==> src/rtl/core/jse_pkg.sv <==
// ----------------------------------------------------------------------------
// jse_pkg
// Types, character codes and small helper functions shared by the JSON
// string escaper with UTF-8 repair.
// ----------------------------------------------------------------------------
package jse_pkg;

  localparam logic [7:0] CH_QUOTE  = 8'h22;
  localparam logic [7:0] CH_BSLASH = 8'h5C;
  localparam logic [7:0] CH_LF     = 8'h0A;
  localparam logic [7:0] CH_CR     = 8'h0D;
  localparam logic [7:0] CH_TAB    = 8'h09;
  localparam logic [7:0] CH_SPACE  = 8'h20;
  localparam logic [7:0] CH_N      = 8'h6E;
  localparam logic [7:0] CH_R      = 8'h72;
  localparam logic [7:0] CH_T      = 8'h74;
  localparam logic [7:0] CH_U      = 8'h75;
  localparam logic [7:0] CH_F      = 8'h66;
  localparam logic [7:0] CH_D      = 8'h64;
  localparam logic [7:0] CH_ZERO   = 8'h30;
  localparam logic [7:0] CH_LA     = 8'h61;
  localparam logic [7:0] ASCII_TOP = 8'h80;

  localparam logic [7:0] LEAD2_LO = 8'hC2;
  localparam logic [7:0] LEAD2_HI = 8'hDF;
  localparam logic [7:0] LEAD3_LO = 8'hE0;
  localparam logic [7:0] LEAD3_HI = 8'hEF;
  localparam logic [7:0] LEAD4_LO = 8'hF0;
  localparam logic [7:0] LEAD4_HI = 8'hF4;
  localparam logic [7:0] LEAD_SURR = 8'hED;
  localparam logic [7:0] E0_MIN   = 8'hA0;
  localparam logic [7:0] ED_MAX   = 8'h9F;
  localparam logic [7:0] F0_MIN   = 8'h90;
  localparam logic [7:0] F4_MAX   = 8'h8F;
  localparam logic [1:0] CONT_TAG = 2'b10;

  localparam int unsigned SEQ_LEN = 6;
  localparam logic [2:0]  SEQ_LAST = 3'(SEQ_LEN - 1);

  typedef enum logic [5:0] {
    PH_IDLE  = 6'b000001,
    PH_OPEN  = 6'b000010,
    PH_PRE   = 6'b000100,
    PH_MID   = 6'b001000,
    PH_POST  = 6'b010000,
    PH_CLOSE = 6'b100000
  } ph_e;

  typedef struct packed {
    logic                           open;
    logic [1:0]                     pre_n;
    logic [2:0]                     mid_len;
    logic [SEQ_LEN-1:0][7:0]        mid;
    logic [1:0]                     post_n;
    logic                           close;
  } job_t;

  function automatic logic [2:0] lead_len(input logic [7:0] b);
    logic [2:0] r;
    r = 3'd0;
    if (b >= LEAD2_LO && b <= LEAD2_HI) r = 3'd2;
    if (b >= LEAD3_LO && b <= LEAD3_HI) r = 3'd3;
    if (b >= LEAD4_LO && b <= LEAD4_HI) r = 3'd4;
    return r;
  endfunction

  function automatic logic [7:0] hex_digit(input logic [3:0] n);
    logic [7:0] r;
    if (n < 4'd10) r = CH_ZERO + {4'd0, n};
    else r = CH_LA + {4'd0, n} - 8'd10;
    return r;
  endfunction

  function automatic logic [7:0] repl_byte(input logic [2:0] idx);
    logic [7:0] r;
    case (idx)
      3'd0: r = CH_BSLASH;
      3'd1: r = CH_U;
      3'd2: r = CH_F;
      3'd3: r = CH_F;
      3'd4: r = CH_F;
      3'd5: r = CH_D;
      default: r = CH_BSLASH;
    endcase
    return r;
  endfunction

  function automatic ph_e next_ph(input ph_e from, input job_t j);
    ph_e r;
    r = PH_IDLE;
    if (j.close && from != PH_CLOSE) r = PH_CLOSE;
    if (j.post_n != 2'd0 && (from == PH_IDLE || from == PH_OPEN || from == PH_PRE ||
                             from == PH_MID)) r = PH_POST;
    if (j.mid_len != 3'd0 && (from == PH_IDLE || from == PH_OPEN || from == PH_PRE))
      r = PH_MID;
    if (j.pre_n != 2'd0 && (from == PH_IDLE || from == PH_OPEN)) r = PH_PRE;
    if (j.open && from == PH_IDLE) r = PH_OPEN;
    return r;
  endfunction

endpackage

==> src/rtl/core/jse_if.sv <==
// ----------------------------------------------------------------------------
// jse_if
// Valid/ready stream interfaces for raw input bytes and escaped output bytes.
// ----------------------------------------------------------------------------
interface jse_in_if;
  logic       valid;
  logic       ready;
  logic [7:0] in_byte;
  logic       first_byte;
  logic       last_byte;

  modport source (output valid, output in_byte, output first_byte, output last_byte,
                  input ready);
  modport sink   (input valid, input in_byte, input first_byte, input last_byte,
                  output ready);
endinterface

interface jse_out_if;
  logic       valid;
  logic       ready;
  logic [7:0] out_byte;
  logic       run_end;
  logic       string_end;

  modport source (output valid, output out_byte, output run_end, output string_end,
                  input ready);
  modport sink   (input valid, input out_byte, input run_end, input string_end,
                  output ready);
endinterface

==> src/rtl/core/jse_plan.sv <==
// ----------------------------------------------------------------------------
// jse_plan
// UTF-8 sequence tracker: holds partial sequences and turns each accepted
// byte into an output job (opening quote, replacements, body, closing quote).
// ----------------------------------------------------------------------------
module jse_plan
  import jse_pkg::*;
(
  input  logic       clk_i,
  input  logic       rst_ni,
  input  logic       accept_i,
  input  logic [7:0] in_byte_i,
  input  logic       first_i,
  input  logic       last_i,
  output job_t       job_o
);

  logic [7:0] pend_q [3];
  logic [1:0] pcnt_q, pcnt_d;
  logic [2:0] slen_q, slen_d;

  logic [1:0] pc, pc_n;
  logic [2:0] sl, sl_n, lead;
  logic       cont, do_fresh, wr0, wrn;
  logic [7:0] c;
  job_t       job;

  assign c    = in_byte_i;
  assign lead = lead_len(c);
  assign pc   = first_i ? 2'd0 : pcnt_q;
  assign sl   = first_i ? 3'd0 : slen_q;

  always_comb begin
    cont = (c[7:6] == CONT_TAG);
    if (pc == 2'd1) begin
      if (pend_q[0] == LEAD3_LO && c < E0_MIN) cont = 1'b0;
      if (pend_q[0] == LEAD_SURR && c > ED_MAX) cont = 1'b0;
      if (pend_q[0] == LEAD4_LO && c < F0_MIN) cont = 1'b0;
      if (pend_q[0] == LEAD4_HI && c > F4_MAX) cont = 1'b0;
    end
  end

  always_comb begin
    job       = '0;
    job.open  = first_i;
    job.close = last_i;
    pc_n      = pc;
    sl_n      = sl;
    do_fresh  = 1'b0;
    wr0       = 1'b0;
    wrn       = 1'b0;

    if (pc == 2'd0) begin
      do_fresh = 1'b1;
    end else if (cont) begin
      if ({1'b0, pc} + 3'd1 >= sl) begin
        job.mid_len = {1'b0, pc} + 3'd1;
        job.mid[0]  = pend_q[0];
        job.mid[1]  = (pc == 2'd1) ? c : pend_q[1];
        job.mid[2]  = (pc == 2'd2) ? c : pend_q[2];
        job.mid[3]  = c;
        pc_n        = 2'd0;
        sl_n        = 3'd0;
      end else begin
        wrn  = 1'b1;
        pc_n = pc + 2'd1;
      end
    end else begin
      job.pre_n = pc;
      pc_n      = 2'd0;
      sl_n      = 3'd0;
      do_fresh  = 1'b1;
    end

    if (do_fresh) begin
      if (c >= CH_SPACE && c < ASCII_TOP && c != CH_QUOTE && c != CH_BSLASH) begin
        job.mid_len = 3'd1;
        job.mid[0]  = c;
      end else if (c < ASCII_TOP) begin
        job.mid[0]  = CH_BSLASH;
        job.mid_len = 3'd2;
        case (c)
          CH_QUOTE:  job.mid[1] = CH_QUOTE;
          CH_BSLASH: job.mid[1] = CH_BSLASH;
          CH_LF:     job.mid[1] = CH_N;
          CH_CR:     job.mid[1] = CH_R;
          CH_TAB:    job.mid[1] = CH_T;
          default: begin
            job.mid_len = 3'(SEQ_LEN);
            job.mid[1]  = CH_U;
            job.mid[2]  = CH_ZERO;
            job.mid[3]  = CH_ZERO;
            job.mid[4]  = hex_digit(c[7:4]);
            job.mid[5]  = hex_digit(c[3:0]);
          end
        endcase
      end else if (lead != 3'd0) begin
        wr0  = 1'b1;
        pc_n = 2'd1;
        sl_n = lead;
      end else begin
        job.mid_len = 3'(SEQ_LEN);
        for (int k = 0; k < SEQ_LEN; k++) begin
          job.mid[k] = repl_byte(3'(k));
        end
      end
    end

    pcnt_d = pc_n;
    slen_d = sl_n;
    if (last_i) begin
      job.post_n = pc_n;
      pcnt_d     = 2'd0;
      slen_d     = 3'd0;
    end
  end

  always_ff @(posedge clk_i or negedge rst_ni) begin
    if (!rst_ni) begin
      pcnt_q <= 2'd0;
      slen_q <= 3'd0;
    end else if (accept_i) begin
      pcnt_q <= pcnt_d;
      slen_q <= slen_d;
    end
  end

  always_ff @(posedge clk_i) begin
    if (accept_i && wr0) pend_q[0] <= c;
    if (accept_i && wrn) pend_q[pc] <= c;
  end

  assign job_o = job;

endmodule

==> src/rtl/core/json_string_escaper_utf8_repair.sv <==
// ----------------------------------------------------------------------------
// json_string_escaper_utf8_repair
// Quotes and escapes a byte stream as JSON string text, repairing bad UTF-8.
// ----------------------------------------------------------------------------
// Each input transaction expands into zero to 25 output bytes, which leave one
// per cycle, unless the output stalls, through a single registered output
// byte lane; that lane sets the rate. An input byte producing several results
// holds the input until its final byte is emitted; the next byte is taken in
// the same cycle its predecessor's final byte enters the output register, so
// plain text moves at one byte per cycle while the output is not stalled. A
// byte that is only held as part of a UTF-8 sequence produces nothing. run_end
// marks the final byte of each input's results, string_end the closing quote.
module json_string_escaper_utf8_repair
  import jse_pkg::*;
(
  input  logic           clk_i,
  input  logic           rst_ni,
  jse_in_if.sink         in_i,
  jse_out_if.source      out_o
);

  job_t       job_d, job_q;
  ph_e        ph_q, ph_d, ph_nxt, ph_start;
  logic [2:0] chr_q, chr_d;
  logic [1:0] rep_q, rep_d;
  logic       emit, done, last_out, in_ready, accept;

  logic       out_vld_q;
  logic [7:0] out_byte_q, byte_sel;
  logic       run_end_q, string_end_q;

  jse_plan u_plan (
    .clk_i     (clk_i),
    .rst_ni    (rst_ni),
    .accept_i  (accept),
    .in_byte_i (in_i.in_byte),
    .first_i   (in_i.first_byte),
    .last_i    (in_i.last_byte),
    .job_o     (job_d)
  );

  assign ph_nxt   = next_ph(ph_q, job_q);
  assign ph_start = next_ph(PH_IDLE, job_d);

  always_comb begin
    case (ph_q)
      PH_OPEN:  done = 1'b1;
      PH_PRE:   done = (chr_q == SEQ_LAST) && (rep_q == 2'd1);
      PH_MID:   done = (chr_q == job_q.mid_len - 3'd1);
      PH_POST:  done = (chr_q == SEQ_LAST) && (rep_q == 2'd1);
      PH_CLOSE: done = 1'b1;
      default:  done = 1'b0;
    endcase
  end

  always_comb begin
    case (ph_q)
      PH_OPEN:  byte_sel = CH_QUOTE;
      PH_PRE:   byte_sel = repl_byte(chr_q);
      PH_MID:   byte_sel = job_q.mid[chr_q];
      PH_POST:  byte_sel = repl_byte(chr_q);
      PH_CLOSE: byte_sel = CH_QUOTE;
      default:  byte_sel = CH_QUOTE;
    endcase
  end

  assign last_out = done && (ph_nxt == PH_IDLE);
  assign emit     = (ph_q != PH_IDLE) && (!out_vld_q || out_o.ready);
  assign in_ready = (ph_q == PH_IDLE) || (emit && last_out);
  assign accept   = in_i.valid && in_ready;

  always_comb begin
    ph_d  = ph_q;
    chr_d = chr_q;
    rep_d = rep_q;
    if (accept) begin
      ph_d  = ph_start;
      chr_d = 3'd0;
      rep_d = (ph_start == PH_PRE) ? job_d.pre_n : job_d.post_n;
    end else if (emit) begin
      if (done) begin
        ph_d  = ph_nxt;
        chr_d = 3'd0;
        rep_d = (ph_nxt == PH_PRE) ? job_q.pre_n : job_q.post_n;
      end else if ((ph_q == PH_PRE || ph_q == PH_POST) && chr_q == SEQ_LAST) begin
        chr_d = 3'd0;
        rep_d = rep_q - 2'd1;
      end else begin
        chr_d = chr_q + 3'd1;
      end
    end
  end

  always_ff @(posedge clk_i or negedge rst_ni) begin
    if (!rst_ni) begin
      ph_q      <= PH_IDLE;
      chr_q     <= 3'd0;
      rep_q     <= 2'd0;
      out_vld_q <= 1'b0;
    end else begin
      ph_q  <= ph_d;
      chr_q <= chr_d;
      rep_q <= rep_d;
      if (emit) out_vld_q <= 1'b1;
      else if (out_o.ready) out_vld_q <= 1'b0;
    end
  end

  always_ff @(posedge clk_i) begin
    if (accept) job_q <= job_d;
    if (emit) begin
      out_byte_q   <= byte_sel;
      run_end_q    <= last_out;
      string_end_q <= (ph_q == PH_CLOSE);
    end
  end

  assign in_i.ready       = in_ready;
  assign out_o.valid      = out_vld_q;
  assign out_o.out_byte   = out_byte_q;
  assign out_o.run_end    = run_end_q;
  assign out_o.string_end = string_end_q;

endmodule

==> src/flat_wrapper.sv <==
// flat-port wrapper written by rule: the top's interface ports become plain ports
module json_string_escaper_utf8_repair_flat import jse_pkg::*;
  (clk_i, rst_ni, in_i_valid, in_i_in_byte, in_i_first_byte, in_i_last_byte, in_i_ready, out_o_valid, out_o_out_byte, out_o_run_end, out_o_string_end, out_o_ready);
  jse_in_if in_i_i ();
  jse_out_if out_o_i ();
  input  logic clk_i;
  input  logic rst_ni;
  input wire logic [$bits(in_i_i.valid)-1:0] in_i_valid;
  input wire logic [$bits(in_i_i.in_byte)-1:0] in_i_in_byte;
  input wire logic [$bits(in_i_i.first_byte)-1:0] in_i_first_byte;
  input wire logic [$bits(in_i_i.last_byte)-1:0] in_i_last_byte;
  output wire logic [$bits(in_i_i.ready)-1:0] in_i_ready;
  output wire logic [$bits(out_o_i.valid)-1:0] out_o_valid;
  output wire logic [$bits(out_o_i.out_byte)-1:0] out_o_out_byte;
  output wire logic [$bits(out_o_i.run_end)-1:0] out_o_run_end;
  output wire logic [$bits(out_o_i.string_end)-1:0] out_o_string_end;
  input wire logic [$bits(out_o_i.ready)-1:0] out_o_ready;
  assign in_i_i.valid = in_i_valid;
  assign in_i_i.in_byte = in_i_in_byte;
  assign in_i_i.first_byte = in_i_first_byte;
  assign in_i_i.last_byte = in_i_last_byte;
  assign in_i_ready = in_i_i.ready;
  assign out_o_valid = out_o_i.valid;
  assign out_o_out_byte = out_o_i.out_byte;
  assign out_o_run_end = out_o_i.run_end;
  assign out_o_string_end = out_o_i.string_end;
  assign out_o_i.ready = out_o_ready;
  json_string_escaper_utf8_repair u_core (.clk_i(clk_i), .rst_ni(rst_ni), .in_i(in_i_i), .out_o(out_o_i));
endmodule
==> config.mk <==
export PLATFORM = sky130hd
export DESIGN_NAME = json_string_escaper_utf8_repair_flat
export DESIGN_NICKNAME = d
export VERILOG_FILES = /design/src/rtl/core/jse_pkg.sv /design/src/rtl/core/jse_if.sv /design/src/rtl/core/jse_plan.sv /design/src/rtl/core/json_string_escaper_utf8_repair.sv /design/src/flat_wrapper.sv
export SDC_FILE = /design/constraint.sdc
export NUM_CORES = 1
export LEC_CHECK = 0
export BUFFER_PORTS_ARGS = -buffer_cell sky130_fd_sc_hd__buf_4
export CORE_ASPECT_RATIO = 1.75
export CORE_MARGIN = 4
export CORE_UTILIZATION = 56
export DETAILED_ROUTE_END_ITERATION = 6
export GPL_ROUTABILITY_DRIVEN = 0
export HOLD_SLACK_MARGIN = 0.12
export PLACE_DENSITY = 0.87
export SKIP_CTS_REPAIR_TIMING = 1
export SYNTH_ARGS = -nofsm -noshare
export SYNTH_HDL_FRONTEND = slang
export SYNTH_SLANG_ARGS = --single-unit
==> constraint.sdc <==
create_clock -name clk_i -period 3.5 [get_ports clk_i]
set_input_delay 0 -clock clk_i [delete_from_list [all_inputs] [get_ports clk_i]]
set_output_delay 0 -clock clk_i [all_outputs]
set_load 0.005 [all_outputs]
-- After elaboration in Yosys (flattened, before gate mapping)
Memory sizes are Yosys's and may differ from the RTL's.
Cells that the tools add are included.
- register bits: 84
- bits in writable memories: 24
- input bits: 14
- output and inout bits: 12
- logic and storage cells: 223
- memories kept: 1
- add/subtract/negate cells: 11
- magnitude comparators: 16
- equal/unequal tests: 32
- multiplexer cells: 92
- bitwise operators: 1
- reductions and logical operators: 50
- memories (name ; words ; width ; read ports ; clocked after Yosys merged registers in ; wr ports ; line ; RTL):
    u_core.u_plan.pend_q ; 3 ; 8 ; 3 ; 0 ; 1 ; jse_plan.sv:18 ; logic [7:0] pend_q [3];
- operator list (kind ; number):
    51-bit two-way mux ; 3
    32-bit two-way mux ; 3
    6-bit two-way mux ; 13
    8-bit two-way mux ; 7
    3-bit two-way mux ; 17
    2-bit two-way mux ; 20
    40-bit two-way mux ; 1
    35-bit two-way mux ; 1
    7-bit case mux with 5 select lines ; 1
    8-bit == test (second input constant) ; 4
    8-bit binary-select mux with 3-bit select ; 1
    8-bit by 4-bit == test with 1-bit output (second input constant) ; 3
    8-bit >= comparator (second input constant) ; 3
    8-bit <= comparator (second input constant) ; 3
    8-bit < comparator (second input constant) ; 3
    1-bit logical AND ; 23
    1-bit two-way mux ; 21
    6-bit by 3-bit == test with 1-bit output (second input constant) ; 3
    6-bit case mux with 3 select lines ; 1
    7-bit by 4-bit adder with 8-bit output (first input constant) ; 2
    8-bit greater-than comparator (second input constant) ; 2
    8-bit case mux with 2 select lines ; 1
    8-bit by 4-bit subtractor with 8-bit output (second input constant) ; 2
    6-bit by 4-bit adder with 7-bit output (first input constant) ; 2
    39 further kinds ; 62

-- Logic depth before layout (Yosys ltp)
Gate-level depths: netlist (run 1).
An unclocked memory read counts as a cell.
- depth in word-level cells: 23
- depth in mapped cells: 14
- depth with buffers taken out: 12

-- By module
A second synthesis (run 1) with hierarchy kept.
- cell total of the unflattened synthesis: 501
- area, all modules: 5955.7 sq um
- modules (own cells, without submodules) (module ; times used ; cells each ; area each (sq um) ; seq. area each (sq um)):
    json_string_escaper_utf8_repair ; 1 ; 255 ; 3711.1 ; 2313.5
    jse_plan ; 1 ; 246 ; 2244.7 ; 845.8

-- Worst setup path before layout (run 1)
Ideal clock, no wire load.
- path type: register -> register
- start point: reg u_core.ph_q[1]
- end point: mem u_core.u_plan.pend_q[1][0], enable pin
- library setup time: 0.333 ns
- data arrival time: 3.493 ns
- data required time: 3.167 ns
- setup slack: -0.326 ns
- cell stages (with the launch flop): 10
- buffers on the path: 2
- period minus slack after synthesis: 3.826 ns
- path through: dfrtp_1 > buf_4 > or3_4 > nor4b_4 > a31o_2 > or2_2 > buf_2 > a31oi_4 > inv_1 > and3_1
- cells in the longest elaborated chain, start to end: 19
- elaborated cells between the ends (all ways): 39
- those cells by class: 9 x eq/ne; 12 x mux; 18 x reduce/logical
- RTL lines (element ; line ; RTL):
    start: declaration ; json_string_escaper_utf8_repair.sv:23 ; ph_e ph_q, ph_d, ph_nxt, ph_start;
    start signal: assignment ; json_string_escaper_utf8_repair.sv:101 ; ph_q <= ph_d;
    6-bit by 1-bit == test with 1-bit output / 6-bit by 2-bit == test with 1-bit output (equally long branches) ; n/a ;
    1-bit logical OR ; jse_pkg.sv:92, jse_pkg.sv:94, jse_pkg.sv:96 ;
    1-bit logical OR ; jse_pkg.sv:92, jse_pkg.sv:94 ;
    1-bit logical OR ; jse_pkg.sv:92 ; if (j.post_n != 2'd0 && (from == PH_IDLE || from == PH_OPEN || from == PH_PRE ||
    1-bit logical AND ; jse_pkg.sv:92 ;
    6-bit two-way mux ; jse_pkg.sv:92 ;
    6-bit two-way mux ; jse_pkg.sv:94 ; if (j.mid_len != 3'd0 && (from == PH_IDLE || from == PH_OPEN || from == PH_PRE))
    6-bit two-way mux ; jse_pkg.sv:96 ; if (j.pre_n != 2'd0 && (from == PH_IDLE || from == PH_OPEN)) r = PH_PRE;
    [... 3 more ...] ; n/a ;
    1-bit logical AND ; json_string_escaper_utf8_repair.sv:69 ; assign in_ready = (ph_q == PH_IDLE) || (emit && last_out);
    1-bit logical OR (*) ; json_string_escaper_utf8_repair.sv:69 ;
    1-bit logical AND (*) ; json_string_escaper_utf8_repair.sv:70 ; assign accept = in_i.valid && in_ready;
    1-bit logical AND ; jse_plan.sv:130 ; if (accept_i && wrn) pend_q[pc] <= c;
    1-bit two-way mux ; jse_plan.sv:130 ;
    1-bit two-way mux (not written as such) ; jse_plan.sv:130 ;
    8-bit OR reduction (no line) ; n/a ;
    2-bit two-way mux (no line) / 1-bit two-way mux (equally long branches) ; n/a ;
    end: declaration ; jse_plan.sv:18 ;
Mark *: on every way between the ends. The rest lies on a longest branch, timed or not.

==> results by stage, run 1 <==
Layout:
- The number of antenna diodes in the final layout is 0.
- Compared with the post-synthesis result, the final layout area differs by 13.66%.
- The number of nets in the finished design is 548.
- The share of layout cells above drive strength 1 is 0.1657.
- The number of standard cells in the layout, taps in and fillers out is 644.
- The layout has 696 filler cells.

Pwr:
- The part of the power in registers is 0.499.
- The combinational share of power is 0.141.
- The peak ir drop on the vdd network is 0.0002840 V.
- The analysis attributes to net switching a power of 689.6 uW.
- After layout, the design draws a total of 2.806 mW.
- For this design the ratio of total power to cell area is 437.6 nW/um^2.
- Of the total power, the clock network draws 0.361.
- The net switching share of the total power is 0.2457.
- The cell leakage power is 2.482 nW.
- The internal power consumption is 2.117 mW.

Floorplan:
- The initial utilization of the core area, before any placement, comes to 0.5729.
- The floorplan step set the die height to 140.8 um.
- The floorplan step set the die width to 83.88 um.
- The floorplan has 48 rows.
- The overall die area is 11810 um^2.
- In this run the count of I/O pins placed on the die edge is 26.
- The core footprint is 9849 um^2.

Yosys:
- The area share of the largest cell type after synthesis is 0.4736.
- The dominant synthesized flop cell is sky130_fd_sc_hd__edfxtp_1.
- The largest area contributor in the netlist is sky130_fd_sc_hd__edfxtp_1.
- After synthesis, the share of cell area in mux cells is 0.07583.
- The fraction of the mapped netlist area in compound gates was 0.1361.
- The number of flops mapped to enable cells by yosys is 89.
- The number of instances in the synthesized netlist is 477.
- Of the total synthesized cell area, the portion taken by full adders, half adders and majority gates is 0.04435.
- The total of warnings raised by yosys is 0.
- Of the total synthesized cell area, the portion taken by AND, OR, NAND and NOR gates is 0.1439.
- Each instance of the synthesized netlist takes up on average 11.83 um^2.
- For this run, the register share of the synthesized area comes to 0.5492.
- The most common cell in the synthesized netlist is sky130_fd_sc_hd__edfxtp_1.
- Sorting the synthesized cells by how often they occur yields sky130_fd_sc_hd__edfxtp_1 (89), sky130_fd_sc_hd__nand2_1 (36), sky130_fd_sc_hd__o21ai_0 (32), sky130_fd_sc_hd__a21oi_1 (30), sky130_fd_sc_hd__nor2_1 (30).
- The fraction of registers with async set or reset after synthesis is 0.1604.
- The post-synthesis share of cell area spent on xor and xnor gates is 0.01397.
- Counting flops and latches in the post-synthesis netlist gives 106.
- The number of nets handed over by synthesis was 511.
- The count of distinct cell types in the synthesized netlist is 68.
- After synthesis, the cell types taking the most area are sky130_fd_sc_hd__edfxtp_1 (47%), sky130_fd_sc_hd__dfrtp_1 (7.1%), sky130_fd_sc_hd__ha_1 (4.4%), sky130_fd_sc_hd__mux2i_1 (3.2%), sky130_fd_sc_hd__mux4_2 (3.2%).
- After synthesis, the largest family of logic cells by area is simple AND/OR/NAND/NOR gates.
- The synthesized area is 5643 um^2.

Critical path:
- The nature of the critical path endpoint is a register.
- For the worst setup path, the data required time is 3560 ps.
- The category of the worst setup path launch point is an input pin.
- The data arrival at the endpoint of the critical path is 3340 ps.
- The setup path with the least slack is of type input pin to register.
- The maximum fanout encountered on the critical timing path is 11.

Route:
- Wire segments on met2 add up to 7324 um in the final route.
- The total via count in the routed design is 4126.
- The detail route stage leaves a number of antenna-violating nets equal to 0.
- The first-iteration detailed-routing DRC count is 370.
- Before antenna repair, the detailed router went through 5 iterations.
- The total wire length after detailed routing is 13130 um.
- In the final routing, the length of wire on met1 measures 4460 um.
- In this run the top signal layer used is met4.
- The mean routed wirelength per cell is 20.39 um.
- The DRC violations left is 0.
- The sum of met3 wire segment lengths after detailed routing is 675 um.
- The post-detailed-route via-to-cell ratio is 6.407.

GRT:
- The number of antenna violations at the first check in global routing is 0.
- The total congestion overflow after global routing is 0.
- The first global-routing pass estimated 20970 um of wire.
- The via count of the first global-routing pass is 4130.
- The overall track demand over capacity in global routing is 0.2270.
- The maximum number of pins on one net before global-route repair is 47.

Timing:
- The count of final hold-check violations is 0.
- For the pin with the worst max-slew slack, the measured transition is 1129 ps.
- Hold is met by 126.9 ps.
- The total count of max-transition violations in the final report is 0.
- The timing-limited maximum frequency is 304.7 MHz.
- The max-slew headroom at the worst pin is 0.2403.
- Clock skew on the completed layout was measured at 10.44 ps.
- Setup violations remaining at the end of the flow were counted as 0.
- Setup repair after global routing left no endpoint under its margin.
- Subtracting the final worst setup slack from the clock period gives 3282 ps.
- Of the available clock period, the critical path in the final layout requires 0.9376.

Placement:
- Input and output buffers added on the ports amount to 25.
- Counting tap cells, the placed design contains a total of 614 instances.
- The half-perimeter wire length after detailed placement is 9506 um.

Clock network:
- The clock tree root driver cell is sky130_fd_sc_hd__clkbuf_16.
- The post-CTS clock slew at the launch and capture registers of the worst setup and hold paths is 70 ps.
- The number of clock buffers added by TritonCTS is 9.
- For the worst-skew pair, the clock arrives at the later sink with an insertion delay of 340 ps.
- The clock tree from TritonCTS is done.
- The number of buffers between clock root and the deepest sink is 2.
- The clock net sink count is 106.
- The H-tree depth is 3.

Min path:
- The min-delay analysis places its worst path in the category input pin to register.

Outcome:
- The flow ran to the end, and the final reports show no timing, DRC or antenna violations.

Job:
- Across the run, the number of max-cap violations was 0.
## final cells by class
cell class,instances,area (um^2),share of cell area
clock inverter,5,53.80,0.008389
clock buffer,11,242.7,0.03785
sequential,106,3099,0.4832
inverter,27,105.1,0.01639
multi-input combinational,323,2356,0.3673
timing repair buffer,47,400.4,0.06243
tap,125,156.4,0.02439
## cells by family after synthesis
| kind of cell | count (synthesis) |
|---|---|
| AO/OA/AOI/OAI | 115 |
| adder cells (fa/ha/maj) | 20 |
| buffers and inverters | 48 |
| XOR/XNOR | 9 |
| multiplexers | 32 |
| AND/OR/NAND/NOR | 146 |
| flip-flops | 106 |
| other | 1 |
## worst paths after layout
| kind | depth (start not counted) | slack, ps | from | to |
|---|---|---|---|---|
| max | 10 | 220 | in_i_in_byte[1] | u_core.job_q[24]$_DFFE_PN_ |
| min | 3 | 130 | out_o_ready | u_core.out_o.valid$_DFFE_PN0P_ |
| max reg2reg | 7 | 340 | u_core.ph_q[1]$_DFFE_PN0P_ | u_core.job_q[36]$_SDFFCE_PP0N_ |
| min reg2reg | 1 | 480 | u_core.u_plan.slen_q[1]$_DFFE_PN0N_ | u_core.u_plan.slen_q[1]$_DFFE_PN0N_ |
| max in group asynchronous | 4 | 1570 | rst_ni | u_core.u_plan.pcnt_q[1]$_DFFE_PN0N_ |
| min in group asynchronous | 3 | 680 | rst_ni | u_core.ph_q[0]$_DFFE_PN1P_ |
## sequential cells by signal, indices dropped and copies added, names as in the netlist, 2 cells and up
| register | flops |
|---|---|
| u_core.job_q | 55 |
| u_core.out_o.out_byte | 8 |
| u_core.u_plan.slen_q | 3 |
| u_core.rep_q | 2 |
| u_core.u_plan.pend_q | 24 |
| u_core.chr_q | 3 |
| u_core.ph_q | 6 |
| u_core.u_plan.pcnt_q | 2 |
## metrics by stage
stage | TNS [ps] | utilization | setup WS [ps] | area, um^2
detailed placement | 0 | 0.6063 | 204.2 | 5972
CTS | 0 | 0.6364 | 181.7 | 6269
floorplan | -1184 | - | -148.0 | 5653
finish | 0 | 0.6512 | 218.4 | 6414
global route | 0 | 0.6512 | 64.12 | 6414
global placement | 0 | 0.6063 | 363.9 | 5972
## worst max-delay path: stages
cell	delay, ps
sky130_fd_sc_hd__dlygate4sd3_1	540
sky130_fd_sc_hd__buf_4	180
sky130_fd_sc_hd__ha_1	200
sky130_fd_sc_hd__nor2b_1	160
sky130_fd_sc_hd__and4_1	270
sky130_fd_sc_hd__nor4_1	930
sky130_fd_sc_hd__inv_1	150
sky130_fd_sc_hd__o211a_1	250
sky130_fd_sc_hd__a21oi_1	470
sky130_fd_sc_hd__o21ai_0	190
## metal layers
layer  global-route usage  up-vias
li1                     -     1875
met1               0.2385     1992
met2               0.4243      210
met3              0.02982       49
met4               0.1339        0
met5                    0        -
## cells in the final DEF (no fill, tap or decap), types with 10 or more instances in the layout
cell type                       netlist  routed
sky130_fd_sc_hd__mux2i_1             18      18
sky130_fd_sc_hd__dfrtp_1             16      16
sky130_fd_sc_hd__a21oi_1             30      30
sky130_fd_sc_hd__ha_1                20      20
sky130_fd_sc_hd__inv_1               25      24
sky130_fd_sc_hd__nor2b_1             10      10
sky130_fd_sc_hd__buf_4                2      32
sky130_fd_sc_hd__nor3_1              13      12
sky130_fd_sc_hd__dlygate4sd3_1        0      14
sky130_fd_sc_hd__nand2_1             36      36
sky130_fd_sc_hd__edfxtp_1            89      89
sky130_fd_sc_hd__nor2_1              30      30
sky130_fd_sc_hd__o21ai_0             32      32
## power groups by stage
stage                     clock [mW]  combinational [mW]  sequential (mW)
after floorplan                    0               0.256             1.43
after detailed placement           0               0.379             1.43
after CTS                       1.02               0.380             1.40
after global placement             0               0.366             1.42
after global routing            1.07               0.434             1.40
final                           1.01               0.394             1.40
Note: power is estimated with default switching activity, not from simulation.
==> inputs of run 2 (changes only) <==
--- a/config.mk
+++ b/config.mk
@@ -8,11 +8,11 @@
 export BUFFER_PORTS_ARGS = -buffer_cell sky130_fd_sc_hd__buf_4
 export CORE_ASPECT_RATIO = 1.75
 export CORE_MARGIN = 4
-export CORE_UTILIZATION = 56
+export CORE_UTILIZATION = 45
 export DETAILED_ROUTE_END_ITERATION = 6
 export GPL_ROUTABILITY_DRIVEN = 0
 export HOLD_SLACK_MARGIN = 0.12
-export PLACE_DENSITY = 0.87
+export PLACE_DENSITY = 0.74
 export SKIP_CTS_REPAIR_TIMING = 1
 export SYNTH_ARGS = -nofsm -noshare
 export SYNTH_HDL_FRONTEND = slang
==> run 2 against run 1 <==
Effect of this change: total power decreased by 0.16%; flip-flop and latch count unchanged; clock power hardly changed; via count decreased by 3.1%; clock skew decreased by 6.1 ps; critical path depth rose by 1; critical path type unchanged; largest cell class unchanged; highest routed layer unchanged.
==> results by stage, run 2 (same netlist as run 1, synthesis figures left out) <==
Route:
- The post-detailed-route via-to-cell ratio is 5.845 (-8.8%).
- The total via count in the routed design came to 3998 (-3.1%).
- The total wire length after detailed routing is 12720 um (-3.1%).
- The mean routed wirelength per cell was 18.59 um (-8.8%).
- The number of antenna-violating nets in the routed design was 0 (unchanged).
- The DRC violations left came to 0 (unchanged).
- The number of iterations in the first detailed-routing pass came to 5 (unchanged).
- The first-iteration detailed-routing DRC count was 281 (-24%).

Layout:
- The antenna cell count is 0 (unchanged).
- The post-route cell area is 6454 um^2 (+0.62%).
- The number of nets in the finished design is 548 (unchanged).
- The area taken by flip-flops and latches is 3099 um^2 (unchanged).
- The count of filler cells inserted in the layout was 1008 (+45%).
- Leaving out fill and tap cells, the most frequent cells in the layout are sky130_fd_sc_hd__edfxtp_1 (89), sky130_fd_sc_hd__nand2_1 (36), sky130_fd_sc_hd__buf_4 (33).
- u_core.job_q holds more flip-flops than any other register.
- The area growth from synthesis to layout is 14.37%.
- Leaving out fill and tap cells, the most frequent cell in the layout is sky130_fd_sc_hd__edfxtp_1.
- The number of flip-flops under the largest register name is 55 (unchanged).
- The footprint of the multi-input gates is 2351 um^2 (-0.21%).
- The final cell utilization of the core is 0.5318 (-0.1194).
- The share of layout cells above drive strength 1 is 0.1676 (+0.001927).

Clock network:
- The TritonCTS buffer count was 9 (unchanged).
- The clock tree root driver cell is sky130_fd_sc_hd__clkbuf_16.
- The number of buffers between clock root and the deepest sink came to 2 (unchanged).
- The H-tree depth is 3 (unchanged).
- The clock insertion delay at the later pin of the skew report is 350 ps (about the same).
- The clock net sink count is 106 (unchanged).
- The clock tree from TritonCTS is done.
- The post-CTS clock slew at the launch and capture registers of the worst setup and hold paths is 70 ps (about the same).

Min path:
- The type of the tightest min-delay check is input pin to register.

GRT:
- The total congestion overflow after global routing is 0 (unchanged).
- The first-pass GRT wire length was 20490 um (-2.3%).
- The number of antenna violations at the first check in global routing was 0 (unchanged).
- The maximum number of pins on one net before global-route repair was 53 (+13%).
- The via count of the first global-routing pass is 3943 (-4.5%).
- The overall track demand over capacity in global routing was 0.1841 (-0.04293).

Placement:
- The half-perimeter wire length after detailed placement is 9496 um (-0.11%).
- The placed instance area is 6030 um^2 (+0.96%).
- The count of input and output buffers is 25 (unchanged).

Timing:
- The count of final hold-check violations came to 0 (unchanged).
- The minimum clock period after layout is 3160 ps (-121.1 ps).
- The timing-limited maximum frequency is 316.4 MHz (+3.8%).
- The transition time at the pin with the least slew margin is 957.4 ps (-171.7 ps).
- The count of endpoints failing setup in the final report is 0 (unchanged).
- The final setup skew is 4.382 ps (-6.061 ps).
- Setup repair after global routing left no endpoint under its margin.
- The max-slew headroom at the worst pin is 0.3558 (+0.1155).
- The ratio of final minimum period to clock period is 0.9030 (-0.03460).
- The total count of max-transition violations in the final report is 0 (unchanged).

Floorplan:
- The top-level port count is 26 (unchanged).
- The die height is 156.1 um (+11%).
- The die boundary width was 92.65 um (+10%).
- The initial cell density of the core is 0.4650 (-0.1079).
- The overall die area is 14470 um^2 (+22%).
- The core footprint came to 12140 um^2 (+23%).
- The number of placement rows is 53 (+10%).

Critical path:
- For this design, the slowest cell found on the critical path is sky130_fd_sc_hd__nor4_1.
- The worst setup path is launched from an input pin.
- The buffering stage count on the worst path with inverters included is 3 (unchanged).
- The data arrival at the endpoint of the critical path is 3240 ps (-100 ps).
- The kind of cell adding the most delay to the critical path is simple AND/OR/NAND/NOR gates.
- The nature of the critical path endpoint is a register.
- The maximum fanout encountered on the critical timing path is 11 (unchanged).
- The worst stage delay on the critical path was 800 ps (-130 ps).
- The critical path class is input pin to register.
- The required arrival time at the worst endpoint is 3580 ps (+20 ps).
- Traced cell by cell, the critical path runs through dlygate4sd3_1 -> buf_4 -> ha_1 -> nor2b_1 -> and4_1 -> nor4_1 -> nor2_1 -> nand3_1 -> inv_1 -> a21oi_1 -> o21ai_0.

Pwr:
- The cell area power density is 434.1 nW/um^2 (-0.78%).
- The peak ir drop on the vdd network is 0.0002792 V (-1.7%).
- The cell leakage power is 2.480 nW (about the same).
- The total power of the final layout is 2.802 mW (-0.16%).

Outcome:
- The flow ran to the end, and the final reports show no timing, DRC or antenna violations.

Job:
- The reported max-cap violation count is 0 (unchanged).
run 2: area by class of cell:
| type | count | share of cell area |
|---|---|---|
| clock buffer | 9 | 0.03490 |
| clock inverter | 7 | 0.01066 |
| inverter | 27 | 0.01629 |
| multi-input combinational | 323 | 0.3643 |
| sequential | 106 | 0.4802 |
| tap | 165 | 0.03199 |
| timing repair buffer | 47 | 0.06165 |
run 2: stage by stage:
stage / hold slack (ps) / std cells / setup WS, ps / setup TNS, ps
CTS: -490.3 / 671 / 513.8 / 0
global route: 144.4 / 684 / 7.119 / 0
floorplan: -295.6 / 477 / -148.0 / -1184
global placement: -119.6 / 655 / 511.4 / 0
detailed placement: -113.5 / 655 / 413.8 / 0
finish: 109.6 / 684 / 339.6 / 0
run 2: routing by layer:
| layer | track usage | wire length [um] |
|---|---|---|
| met5 | 0 | 0 |
| met4 | 0.1181 | 789 |
| met3 | 0.02944 | 555 |
| met2 | 0.3300 | 6778 |
| met1 | 0.1988 | 4594 |
run 2: worst register-to-register path, stage by stage (launching register included):
cell and delay, ps:
sky130_fd_sc_hd__dfrtp_1 420, sky130_fd_sc_hd__nand2b_1 170, sky130_fd_sc_hd__nor2_1 120, sky130_fd_sc_hd__nor2_1 250
sky130_fd_sc_hd__inv_1 100, sky130_fd_sc_hd__ha_1 310, sky130_fd_sc_hd__a21o_1 170, sky130_fd_sc_hd__a21oi_1 300
sky130_fd_sc_hd__a21bo_2 310, sky130_fd_sc_hd__mux2_2 290, sky130_fd_sc_hd__or4_1 400, sky130_fd_sc_hd__o21ai_1 130
run 2: where the power goes:
group | switching, mW | internal, mW | leakage [nW]
sequential | 0.0197 | 1.38 | 1.06
clock | 0.502 | 0.507 | 0.145
combinational | 0.232 | 0.157 | 1.28
total | 0.754 | 2.05 | 2.48
run 2: final timing paths:
check                                                           end  cells past startpoint  slack (ps)                                start
worst min-delay path                     u_core.job_q[11]$_DFFE_PN_                      3         110                      in_i_in_byte[0]
worst max register to register           u_core.ph_q[4]$_DFFE_PN0P_                     11         470  u_core.u_plan.pcnt_q[1]$_DFFE_PN0N_
worst min register to register  u_core.u_plan.slen_q[1]$_DFFE_PN0N_                      1         490  u_core.u_plan.slen_q[1]$_DFFE_PN0N_
min in group asynchronous                u_core.ph_q[0]$_DFFE_PN1P_                      2         130                               rst_ni
max in group asynchronous       u_core.u_plan.slen_q[2]$_DFFE_PN0N_                      3        2120                               rst_ni
worst max-delay path                     u_core.job_q[24]$_DFFE_PN_                     11         340                      in_i_in_byte[1]
==> inputs of run 3 (changes only) <==
--- a/config.mk
+++ b/config.mk
@@ -6,13 +6,15 @@
 export NUM_CORES = 1
 export LEC_CHECK = 0
 export BUFFER_PORTS_ARGS = -buffer_cell sky130_fd_sc_hd__buf_4
+export CELL_PAD_IN_SITES_DETAIL_PLACEMENT = 1
+export CELL_PAD_IN_SITES_GLOBAL_PLACEMENT = 2
 export CORE_ASPECT_RATIO = 1.75
 export CORE_MARGIN = 4
-export CORE_UTILIZATION = 45
+export CORE_UTILIZATION = 38
 export DETAILED_ROUTE_END_ITERATION = 6
 export GPL_ROUTABILITY_DRIVEN = 0
 export HOLD_SLACK_MARGIN = 0.12
-export PLACE_DENSITY = 0.74
+export PLACE_DENSITY = 0.85
 export SKIP_CTS_REPAIR_TIMING = 1
 export SYNTH_ARGS = -nofsm -noshare
 export SYNTH_HDL_FRONTEND = slang
==> run 3 against run 2 <==
Effect of this change: clock-buffer cell count is the same; non-clock buffer count rose by 3; sequential power barely moved; critical endpoint unchanged; largest power group unchanged; worst hold slack better by 1.5 ps; core utilization down 8.2 points; clock power about the same; critical path depth is 2 lower; total power shrank 1.1%; sequential share of layout area fell by 0.31 points; clock skew increased by 6.5 ps.
==> results by stage, run 3 (same netlist as run 1, synthesis figures left out) <==
Outcome:
- The run finished with clean final reports.

Job:
- The reported max-cap violation count is 0 (unchanged).

Floorplan:
- The die boundary width is 100.1 um (+8.1%).
- The number of placement rows is 58 (+9.4%).
- The core footprint came to 14440 um^2 (+19%).
- The initial cell density of the core is 0.3907 (-0.07425).
- The top-level port count is 26 (unchanged).
- The die height is 169.2 um (+8.4%).
- The overall die area came to 16940 um^2 (+17%).

Clock network:
- The post-CTS clock slew at the launch and capture registers of the worst setup and hold paths was 70 ps (about the same).
- The number of buffers between clock root and the deepest sink is 2 (unchanged).
- The cell sitting at the root of the clock tree is a sky130_fd_sc_hd__clkbuf_16.
- The clock insertion delay at the later pin of the skew report was 350 ps (about the same).
- The TritonCTS buffer count is 9 (unchanged).
- TritonCTS built the clock tree.
- The clock net sink count came to 106 (unchanged).
- The H-tree depth came to 3 (unchanged).

Layout:
- The library cells used most frequently in the layout, excluding fill and tap cells, are sky130_fd_sc_hd__edfxtp_1 (89), sky130_fd_sc_hd__nand2_1 (36), sky130_fd_sc_hd__buf_4 (34).
- The area taken by flip-flops and latches is 3099 um^2 (unchanged).
- The number of flip-flops under the largest register name is 55 (unchanged).
- The share of layout cells above drive strength 1 is 0.1686 (+0.0009523).
- The area growth from synthesis to layout is 15.12%.
- The most frequent standard cell in the layout excluding fill and tap cells is sky130_fd_sc_hd__edfxtp_1.
- The final cell utilization of the core came to 0.4498 (-0.08197).
- The count of filler cells inserted in the layout came to 1548 (+54%).
- The number of nets in the finished design is 551 (+0.55%).
- The antenna cell count is 0 (unchanged).
- The footprint of the multi-input gates is 2351 um^2 (unchanged).
- The register bank with the most flops is u_core.job_q.
- The number of standard cells in the layout, taps in and fillers out is 702 (+2.6%).

Critical path:
- The critical path in this run is classified as input pin to register.
- The critical register-to-register path startpoint is u_core.u_plan.pcnt_q[1]$_DFFE_PN0N_.
- The endpoint identified for the worst register-to-register timing path is u_core.ph_q[4]$_DFFE_PN0P_.
- The worst-case reg-to-reg path depth came to 11 (unchanged).
- The maximum fanout encountered on the critical timing path was 18 (+7).
- The data arrival at the endpoint of the critical path came to 3220 ps (-20 ps).
- The signal on the critical path passes through dlygate4sd3_1 -> buf_4 -> inv_1 -> and4_1 -> nor4_1 -> inv_1 -> o211a_1 -> a21oi_1 -> o21ai_0.
- STA classifies the critical path startpoint as an input pin.
- The worst stage delay on the critical path is 810 ps (about the same).
- Counting stages on the worst path, the most repeated cell is sky130_fd_sc_hd__inv_1.
- The required arrival time at the worst endpoint came to 3570 ps (about the same).
- The cell with the largest stage delay on the worst path is sky130_fd_sc_hd__nor4_1.
- The reg-to-reg setup timing slack is 480 ps (about the same).
- STA classifies the critical path endpoint as a register.

Pwr:
- The part of the power in registers is 0.506 (+0.005).
- The cell area power density is 426.7 nW/um^2 (-1.7%).
- The total power of the final layout is 2.772 mW (-1.1%).
- The cell leakage power is 2.485 nW (+0.21%).
- The peak ir drop on the vdd network came to 0.0002792 V (about the same).
- The combinational share of power is 0.141 (+0.002).
- The clock group share of total power is 0.354 (-0.006).
- The internal power consumption is 2.038 mW (-0.44%).
- The net switching share of the total power is 0.2646 (-0.004623).
- The net switching power of the design is 733.5 uW (-2.8%).

Route:
- The total via count in the routed design was 3966 (-0.80%).
- The total wire length after detailed routing is 14230 um (+12%).
- The number of iterations in the first detailed-routing pass is 5 (unchanged).
- The DRC violations left came to 0 (unchanged).
- The number of antenna-violating nets in the routed design came to 0 (unchanged).
- The post-detailed-route via-to-cell ratio is 5.650 (-3.3%).
- The first-iteration detailed-routing DRC count is 192 (-32%).
- The mean routed wirelength per cell is 20.27 um (+9.0%).

GRT:
- The number of antenna violations at the first check in global routing is 1 (+1).
- The first-pass GRT wire length is 22600 um (+10%).
- The maximum number of pins on one net before global-route repair is 53 (unchanged).
- The overall track demand over capacity in global routing is 0.1725 (-0.01157).
- The total congestion overflow after global routing is 0 (unchanged).
- The via count of the first global-routing pass is 4174 (+5.9%).

Placement:
- The count of input and output buffers is 25 (unchanged).
- The half-perimeter wire length after detailed placement was 10670 um (+12%).
- The instance count after placement with tap cells included is 671 (+2.4%).

Min path:
- The worst hold path endpoint is u_core.out_o.valid$_DFFE_PN0P_.
- The startpoint of the worst hold path is out_o_ready.
- The type of the tightest min-delay check is input pin to register.
- The cell depth of the worst min-delay path is 3 (unchanged).

Timing:
- The ratio of final minimum period to clock period was 0.9005 (-0.002514).
- The aggregate negative setup slack came to 0 ps (unchanged).
- The transition time at the pin with the least slew margin is 979.3 ps (+21.92 ps).
- The minimum clock period after layout is 3152 ps (-8.798 ps).
- Setup repair after global routing left no endpoint under its margin.
- The count of final hold-check violations was 0 (unchanged).
- The final setup skew is 10.88 ps (+6.499 ps).
- The count of endpoints failing setup in the final report was 0 (unchanged).
- The timing-limited maximum frequency came to 317.3 MHz (+0.28%).
- The max-slew headroom at the worst pin is 0.3411 (-0.01475).
- The total count of max-transition violations in the final report is 0 (unchanged).
run 3: metal layers:
layer / part of all wire / routed length, um / GRT usage
met1: 0.37 / 5318 / 0.1907
met2: 0.56 / 8030 / 0.3222
met3: 0.030 / 421 / 0.02879
met4: 0.031 / 448 / 0.06979
met5: 0.00091 / 13 / 0
run 3: final cells by class:
class	count	area share
Timing Repair Buffer	50	0.06549
Sequential cell	106	0.4771
Multi-Input combinational cell	323	0.3619
Clock inverter	7	0.01002
Clock buffer	9	0.03467
Inverter	27	0.01618
Tap cell	180	0.03467
run 3: worst max path at each step:
stage	startpoint	to	slack (ps)
3_3_place_gp	in_i_in_byte[0]	u_core.job_q[11]$_DFFE_PN_	220
6_report	in_i_in_byte[3]	u_core.job_q[24]$_DFFE_PN_	350
5_1_grt	in_i_in_byte[2]	u_core.job_q[24]$_DFFE_PN_	10
4_1_cts	u_core.u_plan.pcnt_q[1]$_DFFE_PN0N_	u_core.ph_q[4]$_DFFE_PN0P_	490
2_1_floorplan	u_core.ph_q[1]$_DFFE_PN0P_	u_core.u_plan.pend_q[1][0]$_DFFE_PP_	-150
3_5_place_dp	in_i_in_byte[0]	u_core.job_q[24]$_DFFE_PN_	180
run 3: metrics by stage:
stage	area [um^2]	worst slack [ps]	hold WS, ps
4_1_cts	6346	492.7	-490.2
3_5_place_dp	6056	181.0	-109.4
5_1_grt	6496	12.35	122.0
3_3_place_gp	6056	220.9	-110.4
2_1_floorplan	5653	-148.0	-295.6
6_report	6496	348.4	111.1
run 3: critical path, delay by kind of cell:
family	cells	cell delay [ps]
and+or+nand+nor	2	1060
buffers and inverters	4	1180
AOI/OAI and AO/OA	3	960
run 3: power groups by stage:
| stage | logic, mW | clock network, mW | registers, mW |
|---|---|---|---|
| 2_1_floorplan | 0.256 | 0 | 1.43 |
| 3_3_place_gp | 0.376 | 0 | 1.43 |
| 3_5_place_dp | 0.379 | 0 | 1.43 |
| 4_1_cts | 0.380 | 1.01 | 1.40 |
| 5_1_grt | 0.434 | 1.06 | 1.40 |
| 6_report | 0.390 | 0.980 | 1.40 |
